File: src/hdl/bvc_pkg.sv
package bvc_pkg;

  localparam int unsigned NumProc      = 32;
  localparam int unsigned CacheEntries = 4096;
  localparam int unsigned BatchMax     = 1024;
  localparam int unsigned RoundsMax    = 8;

  localparam int unsigned ProcW   = $clog2(NumProc);
  localparam int unsigned SlotW   = $clog2(CacheEntries);
  localparam int unsigned EntAw   = ProcW + SlotW;
  localparam int unsigned PendAw  = $clog2(BatchMax);
  localparam int unsigned CfgIdxW = 8;
  localparam int unsigned CfgDatW = 13;

  localparam logic [CfgIdxW-1:0] RegProcCount = 8'd0;
  localparam logic [CfgIdxW-1:0] RegCacheCap  = 8'd1;
  localparam logic [CfgIdxW-1:0] RegBatchSize = 8'd2;
  localparam logic [CfgIdxW-1:0] RegRounds    = 8'd3;

  typedef struct packed {
    logic [5:0]  nproc;
    logic [12:0] cap;
    logic [10:0] bsz;
    logic [3:0]  rnd;
  } cfg_t;

endpackage

File: src/hdl/bvc_cfg.sv
module bvc_cfg import bvc_pkg::*; (
  input  logic               clk_i,
  input  logic               rst_ni,
  input  logic               cfg_valid_i,
  output logic               cfg_ready_o,
  input  logic [CfgIdxW-1:0] cfg_index_i,
  input  logic [CfgDatW-1:0] cfg_data_i,
  output cfg_t               cfg_o
);

  logic [5:0]  nproc_q;
  logic [12:0] cap_q;
  logic [10:0] bsz_q;
  logic [3:0]  rnd_q;

  assign cfg_ready_o = 1'b1;

  always_ff @(posedge clk_i or negedge rst_ni) begin
    if (!rst_ni) begin
      nproc_q <= 6'd28;
      cap_q   <= 13'd4096;
      bsz_q   <= 11'd1024;
      rnd_q   <= 4'd3;
    end else if (cfg_valid_i) begin
      case (cfg_index_i)
        RegProcCount: nproc_q <= cfg_data_i[5:0];
        RegCacheCap:  cap_q   <= cfg_data_i[12:0];
        RegBatchSize: bsz_q   <= cfg_data_i[10:0];
        RegRounds:    rnd_q   <= cfg_data_i[3:0];
        default: ;
      endcase
    end
  end

  always_comb begin
    cfg_o.nproc = (nproc_q == 6'd0) ? 6'd1 :
                  (nproc_q > 6'(NumProc)) ? 6'(NumProc) : nproc_q;
    cfg_o.cap   = (cap_q == 13'd0) ? 13'd1 :
                  (cap_q > 13'(CacheEntries)) ? 13'(CacheEntries) : cap_q;
    cfg_o.bsz   = (bsz_q == 11'd0) ? 11'd1 :
                  (bsz_q > 11'(BatchMax)) ? 11'(BatchMax) : bsz_q;
    cfg_o.rnd   = (rnd_q == 4'd0) ? 4'd1 :
                  (rnd_q > 4'(RoundsMax)) ? 4'(RoundsMax) : rnd_q;
  end

endmodule

File: config.mk
export PLATFORM = sky130hd
export DESIGN_NAME = bvc_cfg
export DESIGN_NICKNAME = d
export VERILOG_FILES = /design/src/hdl/bvc_pkg.sv /design/src/hdl/bvc_cfg.sv
export SDC_FILE = /design/constraint.sdc
export NUM_CORES = 1
export LEC_CHECK = 0
export ABC_AREA = 1
export ABC_CLOCK_PERIOD_IN_PS = 1250
export BUFFER_PORTS_ARGS = -buffer_cell sky130_fd_sc_hd__buf_4
export CORE_UTILIZATION = 51
export CTS_CLUSTER_DIAMETER = 100
export CTS_CLUSTER_SIZE = 24
export DETAILED_ROUTE_END_ITERATION = 10
export PLACE_DENSITY = 0.77
export SYNTH_ARGS = -nofsm -noshare
export SYNTH_HDL_FRONTEND = slang
export SYNTH_SLANG_ARGS = --single-unit
File: constraint.sdc
create_clock -name clk_i -period 1.25 [get_ports clk_i]
set_clock_uncertainty 0.05 [all_clocks]
set_input_delay 0.125 -clock clk_i [delete_from_list [all_inputs] [get_ports clk_i]]
set_output_delay 0.125 -clock clk_i [all_outputs]
set_load 0.005 [all_outputs]
-- Word-level counts from Yosys, hierarchy flattened
Cells that the tools add are included.
- word-level logic and storage cells: 28
- output and inout bits: 35
- input port bits: 24
- register bits after elaboration: 34
- reductions and logical operators: 9
- eq/ne operators: 3
- order comparisons: 4
- mux-type cells: 8
- operators with widths (cell ; number):
    2-to-1 mux 13 bit ; 2
    2-to-1 mux 11 bit ; 2
    equality test 8 x 2 -> 1 bit (second input constant) ; 2
    > comparator 13 bit (second input constant) ; 1
    zero test 13 bit ; 1
    2-to-1 mux 6 bit ; 2
    > comparator 11 bit (second input constant) ; 1
    zero test 11 bit ; 1
    equality test 8 x 1 -> 1 bit (second input constant) ; 1
    zero test 8 bit ; 1
    2-to-1 mux 4 bit ; 2
    AND reduction 2 bit ; 4
    > comparator 6 bit (second input constant) ; 1
    zero test 6 bit ; 1
    > comparator 4 bit (second input constant) ; 1
    zero test 4 bit ; 1

-- Longest topological paths before layout
Gate-level depths: netlist of the first run.
- word-level depth: 3
- mapped depth: 8
- mapped depth without buffers: 7

-- Worst setup path before layout of the first run
No wires, ideal clock.
- path type: register to output
- start point: register cap_q[6]
- end point: output cfg_o[16] (netlist bit)
- path slack: 81 ps
- path buffers: 0
- required time: 1075 ps
- stages on the path, launching flop included: 6
- arrival time: 994 ps
- cell sequence: dfrtp_1 nor2_1 nand2_1 nor2_1 nand2_1 a21boi_0
- RTL lines (what ; RTL line ; text):
    from (decl) ; bvc_cfg.sv:12 ; logic [12:0] cap_q;
    from (signal assigned) ; bvc_cfg.sv:27 ; RegCacheCap: cap_q <= cfg_data_i[12:0];
    to (decl) ; bvc_cfg.sv:8 ; output cfg_t cfg_o

==> reports/summary.json, run 1 <==
{
  "mappedNetlistNets": 283,
  "avgRoutedWirePerCell_um": 12.29,
  "ant_nets": 0,
  "synth.cell_area_um2": 1984,
  "insertion_delay_ns": 0.28,
  "grt-ovfl-total": 0,
  "layout.cells.most_common_list": "sky130_fd_sc_hd__buf_4, sky130_fd_sc_hd__nand2_1, sky130_fd_sc_hd__nand3_1",
  "die_height_um": 64.38,
  "critical_path_required_ns": 1.08,
  "yosys_warnings": 0,
  "cts_tree": "yes",
  "max_freq_ghz": 0.6119,
  "leakage_nw": 1.673,
  "synth_top_cells_by_area": "sky130_fd_sc_hd__dfrtp_1, sky130_fd_sc_hd__nand2_1, sky130_fd_sc_hd__dfstp_2",
  "drt_wl_total_mm": 4.902,
  "fraction_of_final_layout_cells_sized_beyond_drive_strength_1_pct": 47.86,
  "netSwitchingPower_mw": 0.8194,
  "grtUsageTotal_pct": 24.42,
  "initial_core_util_pct": 53.80,
  "rr_startpoint": "bsz_q[10]$_DFFE_PN1P_",
  "pins_over_their_slew_limit": 0,
  "switching_share_pct": 29.74,
  "drc": 0,
  "max-cap-violations": 0,
  "layout.cells.most_common": "sky130_fd_sc_hd__buf_4",
  "avgSynthCellArea_um2": 7.662,
  "syn_to_final_growth_pct": 47.54,
  "power.internal_mw": 1.936,
  "timing.final.setup_violations": 28,
  "synth-main-ff-cell": "sky130_fd_sc_hd__dfrtp_1",
  "synth-seq-area-share_pct": 43.32,
  "htree_num_levels": 2,
  "dp_hpwl_mm": 3.423,
  "violations": "negative setup slack",
  "antenna_cells_inserted": 0,
  "rsz0062_at_grt": "yes",
  "syn-instance-count": 259,
  "pwr-share-clk_pct": 27.8,
  "boundaryPins": 59,
  "cts.sink_count": 34,
  "power.ir.vdd_worst_mv": 0.7025,
  "drt_iter0_drc": 73,
  "row_count": 22,
  "grt_max_degree": 35,
  "power.share.sequential_pct": 43.7,
  "root_buffer": "sky130_fd_sc_hd__clkbuf_8",
  "ys_async_sr_fraction_pct": 100.0,
  "number_of_synthesized_flops_with_an_enable_pin": 0,
  "hp_start": "cfg_data_i[12]",
  "postSynthRegisterBits": 34,
  "post_drt_via_cell_ratio": 4.900,
  "numPortBuffers": 57,
  "global_route_wire_length_before_repair_mm": 7.617,
  "routabilityCongestion": 0.7909,
  "finalHoldWorstSlack_ns": 0.01690,
  "die_w_um": 64.38,
  "finalCritPeriodShare_pct": 130.7,
  "number_of_unique_standard_cell_types_used_by_synthesis": 27,
  "clk_pin_slew_worst_paths_ns": 0.07,
  "postLayoutSetupSlackWorst_ns": -0.3842,
  "worst_setup_path_startpoint": "cap_q[5]$_DFFE_PN0P_",
  "full_die_area_um2": 4144,
  "highest_fanout_seen_on_the_critical_path": 5,
  "finalSetupTns_ns": -7.940,
  "clock_path_buffers": 2,
  "worst_setup_end_kind": "output pin",
  "detail_route.first_pass.iterations": 4,
  "grt_pass1_vias": 1815,
  "design.final.nets": 374,
  "cts_made_buffers": 5,
  "grt_antenna_before_repair": 0,
  "critPathLaunchType": "flip-flop",
  "cp_data_arrival_time_ns": 1.46,
  "design.core.area_um2": 3689,
  "run_status": "finished with violations",
  "setup.worst_path.class": "reg -> out",
  "final_period_minus_worst_setup_slack_ns": 1.634,
  "hold_class": "in -> reg",
  "p_comb_share_pct": 28.5,
  "synth_top_cell_area_share_pct": 34.05,
  "cellPowerDensity_nw_per_um2": 941.1,
  "num_vias": 1955,
  "cell_type_contributing_the_most_total_cell_area_after_synthesis": "sky130_fd_sc_hd__dfrtp_1",
  "timing_hold_violations_final": 0
}
==> routing by layer <==
layer	wire length, um	share of wire [%]	vias to the layer above	GRT usage (%)
met4	46	0.94	0	9.444
li1	-	-	979	-
met2	2526	52	54	44.21
met3	204	4.2	6	4.286
met1	2125	43	916	28.29
met5	0	0	-	0
==> cells in the mapped netlist (2+ instances only) <==
master	n
sky130_fd_sc_hd__nand2_1	83
sky130_fd_sc_hd__nand3_1	31
sky130_fd_sc_hd__nor2_1	31
sky130_fd_sc_hd__inv_1	29
sky130_fd_sc_hd__dfrtp_1	27
sky130_fd_sc_hd__a21boi_0	9
sky130_fd_sc_hd__dfstp_2	7
sky130_fd_sc_hd__nand3_2	6
sky130_fd_sc_hd__clkbuf_1	5
sky130_fd_sc_hd__buf_4	4
sky130_fd_sc_hd__nor2_8	4
sky130_fd_sc_hd__nand2_4	3
sky130_fd_sc_hd__nand4_1	3
sky130_fd_sc_hd__a21oi_1	2
sky130_fd_sc_hd__inv_2	2
sky130_fd_sc_hd__nor3_1	2
==> sequential cells by signal, summed over array words and instances, names as in the netlist <==
| name | cells |
|---|---|
| rnd_q | 4 |
| cap_q | 13 |
| bsz_q | 11 |
| nproc_q | 6 |
==> worst max-delay path: stages (launching register included) <==
cell and delay [ns]:
sky130_fd_sc_hd__dfrtp_1 0.39, sky130_fd_sc_hd__nor2_2 0.13, sky130_fd_sc_hd__nand2_2 0.08, sky130_fd_sc_hd__nor2_4 0.18, sky130_fd_sc_hd__nand2_4 0.11, sky130_fd_sc_hd__a21boi_2 0.15, sky130_fd_sc_hd__buf_4 0.12
==> cells by family (layout without fill, tap and decap cells) <==
group,after synthesis,in the layout,share of synthesized area (%)
and+or+nand+nor,166,167,41.11
buffers and inverters,46,137,11.22
DFF,34,34,43.32
AOI/OAI and AO/OA,12,12,4.161
other,1,1,0.1890
==> power groups by stage <==
stage               sequential (mW)  clock, mW  combinational [mW]
floorplan                      1.21          0               0.274
global placement               1.21          0               0.594
detailed placement             1.21          0               0.609
CTS                            1.20      0.776               0.703
global route                   1.21      0.820               0.853
finish                         1.20      0.767               0.785
==> metrics by stage <==
step                      instance area (um2)  setup slack, ns  cells  util, %  power (mW)
after global routing                     2928          -0.4521    399    79.38       2.882
final                                    2928          -0.3842    399    79.38       2.755
after floorplan                          1984          0.08116    259        -       1.486
after CTS                                2813          -0.3406    398    76.26       2.675
after global placement                   2609         -0.09292    382    70.73       1.808
after detailed placement                 2609          -0.1921    382    70.73       1.823
==> final cells by class <==
| type | count | area (um2) |
|---|---|---|
| tap | 48 | 60.06 |
| sequential | 34 | 859.6 |
| inverter | 33 | 128.9 |
| clock buffer | 8 | 80.08 |
| fill | 273 | 760.7 |
| timing repair buffer | 96 | 749.5 |
| multi-input combinational | 180 | 1050 |
==> worst paths after layout <==
| path | cells past startpoint | slack, ns | end |
|---|---|---|---|
| setup reg to reg | 4 | 0.23 | bsz_q[10]$_DFFE_PN1P_ |
| max in group asynchronous | 2 | 0.52 | rnd_q[0]$_DFFE_PN1P_ |
| setup / recovery | 6 | -0.38 | cfg_o[21] |
| hold / removal | 3 | 0.02 | cap_q[12]$_DFFE_PN1P_ |
| min in group asynchronous | 2 | 0.28 | cap_q[10]$_DFFE_PN0P_ |
| hold reg to reg | 2 | 0.43 | rnd_q[2]$_DFFE_PN0P_ |
==> repair_timing <==
action	in CTS	in global routing
cloned	1	0
gates resized for setup	31	33
setup buffers	6	1
pin swaps	7	6
endpoints found under the setup margin	26	30
hold buffers	1	0
hold endpoints to repair	27	0
No activity file was read; power rests on OpenSTA's default activity.
==> run 2, diff against run 1 <==
--- a/config.mk
+++ b/config.mk
@@ -7,7 +7,7 @@
 export LEC_CHECK = 0
 export ABC_AREA = 1
 export ABC_CLOCK_PERIOD_IN_PS = 1250
-export BUFFER_PORTS_ARGS = -buffer_cell sky130_fd_sc_hd__buf_4
+export BUFFER_PORTS_ARGS = -buffer_cell sky130_fd_sc_hd__buf_2
 export CORE_UTILIZATION = 51
 export CTS_CLUSTER_DIAMETER = 100
 export CTS_CLUSTER_SIZE = 24
==> run 2 against run 1 <==
Against the previous run:
- the run still ends with negative setup slack left
- clock power rose by 1%
- routed wire length decreased by 1.5%
- sequential power about the same
- register-to-register slack better by 0.03 ns
- sequential share of layout area increased by 2.0 points
- first-iteration DRC count up 49%
- final area decreased by 6.5%
- count of clock-buffer cells in the layout unchanged
- flip-flop and latch count unchanged
==> reports/summary.json, run 2 (synthesis gave the netlist of run 1 again) <==
{
  "max-cap-violations": {"value": 0, "change": "unchanged"},
  "drc": {"value": 0, "change": "unchanged"},
  "boundaryPins": {"value": 59, "change": "unchanged"},
  "r2r_setup_slack": {"value": 0.26, "unit": "ns", "change": "+0.03 ns"},
  "clock_path_buffers": {"value": 2, "change": "unchanged"},
  "area_of_combinational_cells_with_multiple_inputs": {"value": 979.7, "unit": "um2", "change": "-6.7%"},
  "max_freq": {"value": 0.6196, "unit": "GHz", "change": "+1.3%"},
  "post_drt_via_cell_ratio": {"value": 4.943, "change": "+0.88%"},
  "avgRoutedWirePerCell": {"value": 12.01, "unit": "um", "change": "-2.2%"},
  "cts_made_buffers": {"value": 5, "change": "unchanged"},
  "delay_heaviest_family_cp": "flip-flops",
  "cell_breakdown_of_the_critical_path": "nor2_2, nand3_1, o21ai_2, inv_2, nor2_1, buf_2",
  "postPlaceCellArea": {"value": 2486, "unit": "um2", "change": "-4.7%"},
  "postLayoutCoreUtil": {"value": 74.25, "unit": "%", "change": "-5.1 points"},
  "worst_r2r_path_depth": {"value": 4, "change": "unchanged"},
  "report.power.total": {"value": 2.637, "unit": "mW", "change": "-4.3%"},
  "grt_antenna_before_repair": {"value": 0, "change": "unchanged"},
  "antenna_cells_inserted": {"value": 0, "change": "unchanged"},
  "row_count": {"value": 22, "change": "unchanged"},
  "grt_max_degree": {"value": 35, "change": "unchanged"},
  "finalHoldWorstSlack": {"value": 0.01246, "unit": "ns", "change": "-0.004434 ns"},
  "register_area": {"value": 859.6, "unit": "um2", "change": "unchanged"},
  "insertion_delay": {"value": 0.28, "unit": "ns", "change": "about the same"},
  "num_vias": {"value": 1987, "change": "+1.6%"},
  "endpoint": "cfg_o[8]",
  "syn_to_final_growth_pct": 38.02,
  "layout.cells.most_common_list": "sky130_fd_sc_hd__nand2_1, sky130_fd_sc_hd__buf_2, sky130_fd_sc_hd__buf_4",
  "grt_pass1_vias": {"value": 1814, "change": "-0.055%"},
  "finalCritPeriodShare": {"value": 129.1, "unit": "%", "change": "-1.6 points"},
  "ant_nets": {"value": 0, "change": "unchanged"},
  "clk_pin_slew_worst_paths": {"value": 0.07, "unit": "ns", "change": "about the same"},
  "reg2reg_capture_point": "bsz_q[10]$_DFFE_PN1P_",
  "power.ir.vdd_worst": {"value": 0.6769, "unit": "mV", "change": "-3.7%"},
  "cp_data_arrival_time": {"value": 1.44, "unit": "ns", "change": "-0.02 ns"},
  "postLayoutSetupSlackWorst": {"value": -0.3638, "unit": "ns", "change": "+0.02037 ns"},
  "highest_fanout_seen_on_the_critical_path": {"value": 8, "change": "+3"},
  "worst_setup_path_startpoint": "bsz_q[7]$_DFFE_PN0P_",
  "timing_hold_violations_final": {"value": 0, "change": "unchanged"},
  "leakage": {"value": 1.650, "unit": "nW", "change": "-1.4%"},
  "worst-path-buf-inv": {"value": 2, "change": "+1"},
  "final_cell_area": {"value": 2739, "unit": "um2", "change": "-6.5%"},
  "die_height": {"value": 64.38, "unit": "um", "change": "unchanged"},
  "design.final.nets": {"value": 377, "change": "+0.80%"},
  "dp_hpwl": {"value": 3.404, "unit": "mm", "change": "-0.57%"},
  "finalSetupTns": {"value": -7.191, "unit": "ns", "change": "+0.7491 ns"},
  "crit_slowest_cell": "sky130_fd_sc_hd__dfrtp_1",
  "cellPowerDensity": {"value": 962.8, "unit": "nW/um2", "change": "+2.3%"},
  "initial_core_util": {"value": 53.80, "unit": "%", "change": "unchanged"},
  "largest_reg_flops": {"value": 13, "change": "unchanged"},
  "die_w": {"value": 64.38, "unit": "um", "change": "unchanged"},
  "hold_class": "in -> reg",
  "design.core.area": {"value": 3689, "unit": "um2", "change": "unchanged"},
  "rsz0062_at_grt": "yes",
  "drt_iter0_drc": {"value": 109, "change": "+49%"},
  "drt_wl_total": {"value": 4.828, "unit": "mm", "change": "-1.5%"},
  "final_period_minus_worst_setup_slack": {"value": 1.614, "unit": "ns", "change": "-0.02038 ns"},
  "critical_path_required": {"value": 1.08, "unit": "ns", "change": "about the same"},
  "pins_over_their_slew_limit": {"value": 0, "change": "unchanged"},
  "global_route_wire_length_before_repair": {"value": 7.776, "unit": "mm", "change": "+2.1%"},
  "cts.sink_count": {"value": 34, "change": "unchanged"},
  "cts_tree": "yes",
  "layout.cells.most_common": "sky130_fd_sc_hd__nand2_1",
  "htree_num_levels": {"value": 2, "change": "unchanged"},
  "biggestRegsByFlops": "cap_q x13, bsz_q x11, nproc_q x6",
  "worst_setup_end_kind": "output pin",
  "largest-register": "cap_q",
  "critPathLaunchType": "flip-flop",
  "fraction_of_final_layout_cells_sized_beyond_drive_strength_1": {"value": 43.22, "unit": "%", "change": "-4.6 points"},
  "grt-ovfl-total": {"value": 0, "change": "unchanged"},
  "root_buffer": "sky130_fd_sc_hd__clkbuf_8",
  "setup.worst_path.class": "reg -> out",
  "worst-path-stages": {"value": 6, "change": "unchanged"},
  "detail_route.first_pass.iterations": {"value": 4, "change": "unchanged"},
  "timing.final.setup_violations": {"value": 28, "change": "unchanged"},
  "numPortBuffers": {"value": 57, "change": "unchanged"},
  "full_die_area": {"value": 4144, "unit": "um2", "change": "unchanged"},
  "run_status": "finished with violations",
  "slowest_delay": {"value": 0.40, "unit": "ns", "change": "about the same"},
  "routabilityCongestion": {"value": 0.8083, "change": "+2.2%"},
  "violations": "negative setup slack",
  "rr_startpoint": "bsz_q[10]$_DFFE_PN1P_",
  "final_layout_fill_cell_count": {"value": 311, "change": "+14%"},
  "grtUsageTotal": {"value": 24.47, "unit": "%", "change": "+0.049 points"}
}
==> run 2: cell count changes in the layout (fill, tap and decap cells not counted), moves of 3 or more <==
| cell | delta |
|---|---|
| sky130_fd_sc_hd__buf_2 | +56 |
| sky130_fd_sc_hd__buf_4 | -51 |
| sky130_fd_sc_hd__a21boi_1 | +6 |
| sky130_fd_sc_hd__a21boi_2 | -6 |
| sky130_fd_sc_hd__nand2_1 | +4 |
| sky130_fd_sc_hd__nand2_2 | -4 |
| sky130_fd_sc_hd__nor2_1 | +4 |
| sky130_fd_sc_hd__nor2_2 | -4 |
| sky130_fd_sc_hd__buf_6 | -3 |
==> run 2: what timing repair did <==
action	4_1_cts	5_1_grt
gates cloned	1	0
gates resized for setup	24	16
pin swaps	7	8
setup endpoints to repair	26	30
hold buffers	1	0
hold endpoints to repair	34	0
buffers inserted	5	4
==> run 2: power by group <==
part	total, mW	internal [mW]	switching, mW
Clock	0.776	0.396	0.380
Combinational	0.661	0.297	0.364
Sequential	1.20	1.16	0.0384
==> run 2: how the worst min path moves through the flow <==
stage	slack, ns	from	to	depth (start not counted)
6_report	0.01	cfg_data_i[12]	cap_q[12]$_DFFE_PN1P_	3
5_1_grt	0.04	cfg_data_i[4]	nproc_q[4]$_DFFE_PN1P_	3
4_1_cts	0.02	cfg_data_i[12]	cap_q[12]$_DFFE_PN1P_	3
3_5_place_dp	0.05	rst_ni	cap_q[11]$_DFFE_PN0P_	2
3_3_place_gp	0.05	rst_ni	cap_q[11]$_DFFE_PN0P_	2
2_1_floorplan	-0.22	rst_ni	bsz_q[0]$_DFFE_PN0P_	0
==> run 2: metal layers <==
layer | GRT usage, % | part of all wire, %
met1 | 29.55 | 44
met4 | 8.056 | 0.37
met5 | 0 | 0
met3 | 4.821 | 4.9
met2 | 43.16 | 51
==> run 2: layout make-up <==
cell class,instances,area share [%]
flip-flops and latches,34,31.38
multi-input cells,180,35.77
well taps,48,2.193
clock buffers,8,2.924
inverters,33,4.614
repair buffers,99,23.12
==> run 2: worst register-to-register path: stages (launching register included) <==
cell and delay (ns):
sky130_fd_sc_hd__dfstp_2 0.58, sky130_fd_sc_hd__buf_6 0.11, sky130_fd_sc_hd__buf_4 0.09, sky130_fd_sc_hd__nand2_1 0.04, sky130_fd_sc_hd__nand2_1 0.07
==> run 2: stage by stage <==
| stage | worst slack, ns | instances |
|---|---|---|
| CTS | -0.3544 | 398 |
| finish | -0.3638 | 402 |
| global route | -0.4632 | 402 |
| floorplan | 0.08116 | 259 |
| global placement | -0.07575 | 383 |
| detailed placement | -0.1768 | 383 |
